[src/design/dttd_pkg.sv]
// Shared types, constants and helpers for the dictionary text token decoder.
package dttd_pkg;

  localparam int unsigned MaxWordsDef   = 256;
  localparam int unsigned MaxWordLenDef = 32;

  // Load byte that closes the current word
  localparam logic [7:0] CloseByte = 8'h40;

  // Decode offsets above the word count
  localparam logic [7:0] OffNewline  = 8'd0;
  localparam logic [7:0] OffLetterLo = 8'd1;
  localparam logic [7:0] OffLetterHi = 8'd26;
  localparam logic [7:0] OffPeriod   = 8'd27;
  localparam logic [7:0] OffQuestion = 8'd28;
  localparam logic [7:0] OffBang     = 8'd29;
  localparam logic [7:0] OffComma    = 8'd30;
  localparam logic [7:0] OffColon    = 8'd31;
  localparam logic [7:0] OffSpace    = 8'd32;
  localparam logic [7:0] OffApos     = 8'd33;
  localparam logic [7:0] OffCap      = 8'd34;
  localparam logic [7:0] OffParen    = 8'd35;
  localparam logic [7:0] OffQuote    = 8'd36;

  localparam logic [7:0] UpperBase = 8'd64;
  localparam logic [7:0] LowerBase = 8'd96;

  localparam logic [7:0] ChNewline  = 8'h0A;
  localparam logic [7:0] ChSpace    = 8'h20;
  localparam logic [7:0] ChPeriod   = 8'h2E;
  localparam logic [7:0] ChQuestion = 8'h3F;
  localparam logic [7:0] ChBang     = 8'h21;
  localparam logic [7:0] ChComma    = 8'h2C;
  localparam logic [7:0] ChColon    = 8'h3A;
  localparam logic [7:0] ChApos     = 8'h27;
  localparam logic [7:0] ChOpen     = 8'h28;
  localparam logic [7:0] ChClose    = 8'h29;
  localparam logic [7:0] ChQuote    = 8'h22;

  typedef enum logic [2:0] {
    ST_IDLE,
    ST_LEN,
    ST_WORD,
    ST_EMIT1,
    ST_EMIT2
  } st_e;

  typedef struct packed {
    logic       kind;
    logic [7:0] value;
  } in_t;

  typedef struct packed {
    logic [7:0] ch;
    logic       bad;
    logic       last;
  } out_t;

  function automatic logic [7:0] to_lower(input logic [7:0] c);
    logic [7:0] r;
    r = c;
    if (c >= 8'h41 && c <= 8'h5A) begin
      r = c + 8'd32;
    end
    return r;
  endfunction

endpackage

[src/design/dttd_seq.sv]
// Sequencer: load bookkeeping, decode FSM, word streaming and output register.
module dttd_seq import dttd_pkg::*; #(
  parameter int unsigned MaxWords   = MaxWordsDef,
  parameter int unsigned MaxWordLen = MaxWordLenDef,
  localparam int unsigned AddrW     = $clog2(MaxWords * MaxWordLen),
  localparam int unsigned IdxW      = $clog2(MaxWords),
  localparam int unsigned PosW      = $clog2(MaxWordLen),
  localparam int unsigned CntW      = $clog2(MaxWords + 1)
) (
  input  logic             clk_i,
  input  logic             rst_ni,
  input  logic             in_valid_i,
  output logic             in_stall_o,
  input  in_t              in_i,
  output logic             out_valid_o,
  input  logic             out_stall_i,
  output out_t             out_o,
  output logic             ch_we_o,
  output logic [AddrW-1:0] ch_waddr_o,
  output logic [7:0]       ch_wdata_o,
  output logic             ch_re_o,
  output logic [AddrW-1:0] ch_raddr_o,
  input  logic [7:0]       ch_rdata_i,
  output logic             len_we_o,
  output logic [IdxW-1:0]  len_waddr_o,
  output logic [PosW-1:0]  len_wdata_o,
  output logic             len_re_o,
  output logic [IdxW-1:0]  len_raddr_o,
  input  logic [PosW-1:0]  len_rdata_i
);

  localparam logic [AddrW-1:0] Stride  = AddrW'(MaxWordLen);
  localparam logic [CntW-1:0]  CntFull = CntW'(MaxWords);
  localparam logic [PosW-1:0]  PosMax  = PosW'(MaxWordLen - 1);

  st_e             state_q, state_d;
  logic [CntW-1:0] wc_q, wc_d;
  logic [PosW-1:0] pos_q, pos_d;
  logic            cap_q, cap_d;
  logic            paren_q, paren_d;
  logic            out_valid_q, out_valid_d;
  out_t            out_q, out_d;

  logic [AddrW-1:0] base_q, base_d;
  logic [PosW-1:0]  len_q, len_d;
  logic [PosW-1:0]  i_q, i_d;
  logic [7:0]       ch1_q, ch1_d;
  logic             two_q, two_d;
  logic             bad_q, bad_d;
  logic             capf_q, capf_d;

  logic            in_fire;
  logic            can_load;
  logic            push;
  out_t            push_data;
  logic [7:0]      off;
  logic            is_word;
  logic [PosW-1:0] next_i;

  assign in_stall_o = (state_q != ST_IDLE);
  assign in_fire    = in_valid_i && !in_stall_o;
  assign can_load   = !out_valid_q || !out_stall_i;
  assign off        = in_i.value - 8'(wc_q);
  assign is_word    = {1'b0, in_i.value} < 9'(wc_q);
  assign next_i     = i_q + PosW'(1);

  always_comb begin
    state_d   = state_q;
    wc_d      = wc_q;
    pos_d     = pos_q;
    cap_d     = cap_q;
    paren_d   = paren_q;
    base_d    = base_q;
    len_d     = len_q;
    i_d       = i_q;
    ch1_d     = ch1_q;
    two_d     = two_q;
    bad_d     = bad_q;
    capf_d    = capf_q;
    push      = 1'b0;
    push_data = '0;

    ch_we_o     = 1'b0;
    ch_waddr_o  = AddrW'(wc_q[IdxW-1:0]) * Stride + AddrW'(pos_q);
    ch_wdata_o  = in_i.value;
    ch_re_o     = 1'b0;
    ch_raddr_o  = base_q;
    len_we_o    = 1'b0;
    len_waddr_o = wc_q[IdxW-1:0];
    len_wdata_o = pos_q;
    len_re_o    = 1'b0;
    len_raddr_o = in_i.value[IdxW-1:0];

    unique case (state_q)
      ST_IDLE: begin
        if (in_fire) begin
          if (!in_i.kind) begin
            // loads are dropped once the store is full
            if (wc_q != CntFull) begin
              if (in_i.value == CloseByte) begin
                len_we_o = 1'b1;
                wc_d     = wc_q + CntW'(1);
                pos_d    = '0;
              end else if (pos_q != PosMax) begin
                ch_we_o = 1'b1;
                pos_d   = pos_q + PosW'(1);
              end
            end
          end else if (is_word) begin
            len_re_o = 1'b1;
            base_d   = AddrW'(in_i.value[IdxW-1:0]) * Stride;
            capf_d   = cap_q;
            cap_d    = 1'b0;
            state_d  = ST_LEN;
          end else begin
            bad_d   = 1'b0;
            two_d   = 1'b0;
            ch1_d   = off;
            state_d = ST_EMIT1;
            unique case (off) inside
              OffNewline: ch1_d = ChNewline;
              [OffLetterLo:OffLetterHi]: begin
                ch1_d = off + (cap_q ? UpperBase : LowerBase);
                cap_d = 1'b0;
              end
              OffPeriod: begin
                ch1_d = ChPeriod;
                two_d = 1'b1;
                cap_d = 1'b1;
              end
              OffQuestion: begin
                ch1_d = ChQuestion;
                two_d = 1'b1;
                cap_d = 1'b1;
              end
              OffBang: begin
                ch1_d = ChBang;
                two_d = 1'b1;
                cap_d = 1'b1;
              end
              OffComma: begin
                ch1_d = ChComma;
                two_d = 1'b1;
              end
              OffColon: begin
                ch1_d = ChColon;
                two_d = 1'b1;
              end
              OffSpace: ch1_d = ChSpace;
              OffApos:  ch1_d = ChApos;
              OffCap: begin
                cap_d   = 1'b1;
                state_d = ST_IDLE;
              end
              OffParen: begin
                ch1_d   = paren_q ? ChClose : ChOpen;
                paren_d = !paren_q;
              end
              OffQuote: ch1_d = ChQuote;
              default:  bad_d = 1'b1;
            endcase
          end
        end
      end
      ST_LEN: begin
        len_d = len_rdata_i;
        i_d   = '0;
        if (len_rdata_i == '0) begin
          state_d = ST_IDLE;
        end else begin
          ch_re_o = 1'b1;
          state_d = ST_WORD;
        end
      end
      ST_WORD: begin
        // read data holds while the output is stalled, no read is issued then
        if (can_load) begin
          push           = 1'b1;
          push_data.ch   = (i_q == '0 && capf_q) ? ch_rdata_i : to_lower(ch_rdata_i);
          push_data.bad  = 1'b0;
          push_data.last = (next_i == len_q);
          if (next_i == len_q) begin
            state_d = ST_IDLE;
          end else begin
            ch_re_o    = 1'b1;
            ch_raddr_o = base_q + AddrW'(next_i);
            i_d        = next_i;
          end
        end
      end
      ST_EMIT1: begin
        if (can_load) begin
          push           = 1'b1;
          push_data.ch   = ch1_q;
          push_data.bad  = bad_q;
          push_data.last = !two_q;
          state_d        = two_q ? ST_EMIT2 : ST_IDLE;
        end
      end
      ST_EMIT2: begin
        if (can_load) begin
          push           = 1'b1;
          push_data.ch   = ChSpace;
          push_data.bad  = 1'b0;
          push_data.last = 1'b1;
          state_d        = ST_IDLE;
        end
      end
      default: state_d = ST_IDLE;
    endcase

    out_valid_d = out_valid_q;
    out_d       = out_q;
    if (push) begin
      out_valid_d = 1'b1;
      out_d       = push_data;
    end else if (!out_stall_i) begin
      out_valid_d = 1'b0;
    end
  end

  always_ff @(posedge clk_i or negedge rst_ni) begin
    if (!rst_ni) begin
      state_q     <= ST_IDLE;
      wc_q        <= '0;
      pos_q       <= '0;
      cap_q       <= 1'b0;
      paren_q     <= 1'b0;
      out_valid_q <= 1'b0;
    end else begin
      state_q     <= state_d;
      wc_q        <= wc_d;
      pos_q       <= pos_d;
      cap_q       <= cap_d;
      paren_q     <= paren_d;
      out_valid_q <= out_valid_d;
    end
  end

  always_ff @(posedge clk_i) begin
    out_q  <= out_d;
    base_q <= base_d;
    len_q  <= len_d;
    i_q    <= i_d;
    ch1_q  <= ch1_d;
    two_q  <= two_d;
    bad_q  <= bad_d;
    capf_q <= capf_d;
  end

  assign out_valid_o = out_valid_q;
  assign out_o       = out_q;

endmodule

[config.mk]
export PLATFORM = sky130hd
export DESIGN_NAME = dttd_seq
export DESIGN_NICKNAME = d
export VERILOG_FILES = /design/src/design/dttd_pkg.sv /design/src/design/dttd_seq.sv
export SDC_FILE = /design/constraint.sdc
export NUM_CORES = 1
export LEC_CHECK = 0
export BUFFER_PORTS_ARGS = -buffer_cell sky130_fd_sc_hd__buf_4
export CORE_ASPECT_RATIO = 2
export CORE_MARGIN = 2
export CORE_UTILIZATION = 45
export CTS_CLUSTER_DIAMETER = 80
export DETAILED_ROUTE_END_ITERATION = 10
export MAX_ROUTING_LAYER = met4
export PLACE_DENSITY = 0.7
export SLEW_MARGIN = 20
export SYNTH_ARGS = -nofsm -noshare
export SYNTH_HDL_FRONTEND = slang
export SYNTH_SLANG_ARGS = --single-unit
[constraint.sdc]
create_clock -name clk_i -period 3.31 [get_ports clk_i]
set_clock_uncertainty 0.15 [all_clocks]
set_input_delay 0.1655 -clock clk_i [delete_from_list [all_inputs] [get_ports clk_i]]
set_output_delay 0.1655 -clock clk_i [all_outputs]
set_load 0.05 [all_outputs]
==> impl_metrics.sql <==
INSERT INTO impl_metrics (metric_group, metric, value, unit) VALUES
('clocking', 'cts-htree-levels', '3', ''),
('finish', 'post_layout_nonfiller_instances', '562', ''),
('power_and_ir_drop', 'seqPwrFrac', '31.8', '%'),
('sta', 'tightestPinTransition', '825', 'ps'),
('flow_run', 'max-cap-violations', '0', ''),
('yosys', 'synth.distinct_cells', '68', ''),
('detailed_routing', 'num_vias', '3031', ''),
('finish', 'seqCellArea', '1670', 'µm²'),
('global_routing', 'grt_pass1_wl', '14100', 'µm'),
('finish', 'net_count_final', '503', ''),
('power_and_ir_drop', 'power_frac_clock', '28.1', '%'),
('yosys', 'synth.net_count', '412', ''),
('placement', 'instance_area_at_placement', '4350', 'µm²'),
('global_routing', 'track_usage', '21.5', '%'),
('clocking', 'root_buffer', 'sky130_fd_sc_hd__clkbuf_16', ''),
('yosys', 'syn-cell-area', '3750', 'µm²'),
('power_and_ir_drop', 'power.ir.vdd_worst', '361', 'µV'),
('sta', 'tns', '0', 'ps'),
('finish', 'num_antenna_cells', '0', ''),
('yosys', 'postSynthCellCount', '368', ''),
('yosys', 'count_leader_synth', 'sky130_fd_sc_hd__nor2_1', ''),
('clocking', 'cts.sink_count', '59', ''),
('detailed_routing', 'wire_length_reported_by_the_detailed_router', '8970', 'µm'),
('power_and_ir_drop', 'power.density_cell_area', '674', 'nW/µm²'),
('sta', 'holdWs', '28.1', 'ps'),
('detailed_routing', 'drt-pass1-iter-count', '4', ''),
('detailed_routing', 'remaining_drc_errors', '0', ''),
('sta', 'timing.final.crit_period', '3180', 'ps'),
('yosys', 'synthesis.yosys.warnings', '0', ''),
('run_status', 'status', 'finished, final reports clean', ''),
('yosys', 'synth_sequential_area_ratio', '44.5', '%'),
('setup_path', 'critical_path.slowest_cell', 'sky130_fd_sc_hd__dlygate4sd3_1', ''),
('yosys', 'synth_largest_type_area_fraction', '31.2', '%'),
('sta', 'setup_slack', '130', 'ps'),
('sta', 'fin_crit_sh', '96.1', '%'),
('die', 'core_region_area', '8170', 'µm²'),
('sta', 'finalHoldViolations', '0', ''),
('sta', 'grt_setup_unrepaired', 'no', ''),
('global_routing', 'antenna_found_initial', '0', ''),
('power_and_ir_drop', 'comb_power_share', '40.1', '%'),
('finish', 'share_of_cells_above_drive_strength_1', '31.0', '%'),
('setup_path', 'crit_arrival', '3230', 'ps'),
('placement', 'dp.final_hpwl', '7130', 'µm'),
('min_path', 'hold-path-cell-count', '3', ''),
('power_and_ir_drop', 'net-switching-power', '1270', 'µW'),
('global_routing', 'grt_max_degree', '21', ''),
('setup_path', 'cp_data_required_time', '3360', 'ps'),
('die', 'fp.dieArea', '9130', 'µm²'),
('yosys', 'yosys_register_bits', '59', ''),
('setup_path', 'critical_path_source_type', 'input pin', ''),
('yosys', 'post_synth_main_area_contributors', 'sky130_fd_sc_hd__edfxtp_1, sky130_fd_sc_hd__dfrtp_1, sky130_fd_sc_hd__buf_4', ''),
('die', 'boundaryPins', '97', ''),
('setup_path', 'rr_worst_depth', '9', ''),
('die', 'core.rowCount', '47', ''),
('power_and_ir_drop', 'p_sw_share', '39.3', '%'),
('setup_path', 'crit_path_frequent_cell', 'sky130_fd_sc_hd__or4b_1', ''),
('yosys', 'largest_area_contributor_in_the_netlist', 'sky130_fd_sc_hd__edfxtp_1', ''),
('clocking', 'cts_made_buffers', '9', ''),
('clocking', 'clock_tree_from_tritoncts', 'yes', ''),
('finish', 'layout-area-overhead-vs-synth', '27.9', '%'),
('yosys', 'synth_enable_flop_cells', '39', ''),
('setup_path', 'cp_max_fo', '6', ''),
('detailed_routing', 'post_drt_wl_per_cell', '16.0', 'µm'),
('power_and_ir_drop', 'cell_internal_pwr', '1970', 'µW'),
('clocking', 'clkLatencyLatePin', '320', 'ps'),
('clocking', 'max-clock-path-buffers', '2', ''),
('min_path', 'hp-class', 'input pin to register', ''),
('finish', 'postLayoutCellArea', '4800', 'µm²'),
('global_routing', 'grt-ovfl-total', '0', ''),
('finish', 'multi_input_area', '1660', 'µm²'),
('sta', 'fmaxAchievable', '0.315', 'GHz');
-- metal layers --
metal,track usage (%),wire length [µm],vias to the layer above
li1,-,-,1464
met1,18.7,2890,1419
met2,39.4,5220,118
met3,4.05,439,30
met4,12.8,423,0
met5,-,0,-
-- cell families (layout without fill, tap and decap cells) --
kind of cell | count (synthesis) | after routing | share of synthesized area, %
simple gates | 138 | 138 | 18.6
buf+inv | 65 | 161 | 11.4
flops | 59 | 59 | 44.5
compound gates | 56 | 56 | 11.3
xor+xnor | 25 | 25 | 6.03
fa+ha+maj | 18 | 18 | 6.20
mux | 7 | 7 | 1.90
-- flip-flops by register name (all words and copies together), names as in the netlist, 3 cells and up --
signal       cells
i_q              5
len_q            5
state_q          3
len_wdata_o      5
base_q           8
wc_q             9
out_o           10
ch1_q            8
-- power by group through the flow --
stage	logic (µW)	registers [µW]	clock network, µW
after floorplan	786	1200	0
after global placement	1270	1040	0
after detailed placement	1290	1040	0
after CTS	1310	1030	929
after global routing	1390	1040	961
final	1300	1030	910
-- path summary, 6_finish.rpt --
check	start	endpoint
max in group asynchronous	rst_ni	out_valid_o
worst max register to register	wc_q[3]	ch1_q[6]
worst max-delay path	in_i[1]	ch1_q[6]
worst min register to register	cap_q	capf_q
worst min-delay path	ch_rdata_i[1]	out_o[3]
min in group asynchronous	rst_ni	wc_q[1]
-- critical path: cells and delay by family --
kind                     cells  cell delay (ps)
AO/OA/AOI/OAI                1              200
adder cells (fa/ha/maj)      2              530
buffers and inverters        3              800
AND/OR/NAND/NOR              5             1510
-- through the flow --
step,utilization (%),power [µW]
2_1_floorplan,-,1990
3_3_place_gp,53.2,2310
3_5_place_dp,53.2,2340
4_1_cts,58.7,3270
5_1_grt,58.7,3390
6_report,58.7,3240
-- layout make-up --
| cell class | count | share of cell area [%] |
|---|---|---|
| Sequential cell | 59 | 34.8 |
| Tap cell | 98 | 2.55 |
| Multi-Input combinational cell | 244 | 34.5 |
| Inverter | 19 | 1.49 |
| Clock buffer | 11 | 5.06 |
| Clock inverter | 5 | 1.09 |
| Timing Repair Buffer | 126 | 20.5 |
-- repair_timing --
item,in CTS,in global routing
hold endpoints to repair,34,0
setup endpoints to repair,0,2
buffers inserted,0,0
resized for setup,0,1
hold buffers,15,0
-- layout by cell type, fill, tap and decap left out, types with 3 or more instances in the layout --
master	Yosys	layout
sky130_fd_sc_hd__a211oi_2	3	3
sky130_fd_sc_hd__a21oi_1	11	11
sky130_fd_sc_hd__and2_1	3	3
sky130_fd_sc_hd__buf_4	38	111
sky130_fd_sc_hd__clkbuf_16	0	9
sky130_fd_sc_hd__clkinv_2	0	3
sky130_fd_sc_hd__dfrtp_1	20	20
sky130_fd_sc_hd__dlygate4sd3_1	0	15
sky130_fd_sc_hd__edfxtp_1	39	39
sky130_fd_sc_hd__ha_1	17	17
sky130_fd_sc_hd__inv_1	18	18
sky130_fd_sc_hd__mux2i_1	6	6
sky130_fd_sc_hd__nand2_1	29	29
sky130_fd_sc_hd__nand2b_1	5	5
sky130_fd_sc_hd__nand3_1	11	11
sky130_fd_sc_hd__nand3b_1	3	3
sky130_fd_sc_hd__nand4_1	5	5
sky130_fd_sc_hd__nor2_1	46	46
sky130_fd_sc_hd__nor2b_1	3	3
sky130_fd_sc_hd__nor3_1	6	6
sky130_fd_sc_hd__nor4_1	7	7
sky130_fd_sc_hd__nor4b_1	3	3
sky130_fd_sc_hd__o21ai_0	8	8
sky130_fd_sc_hd__o22ai_1	3	3
sky130_fd_sc_hd__xnor2_1	14	14
sky130_fd_sc_hd__xor2_1	10	10
Power figures use the tool's default switching activity.
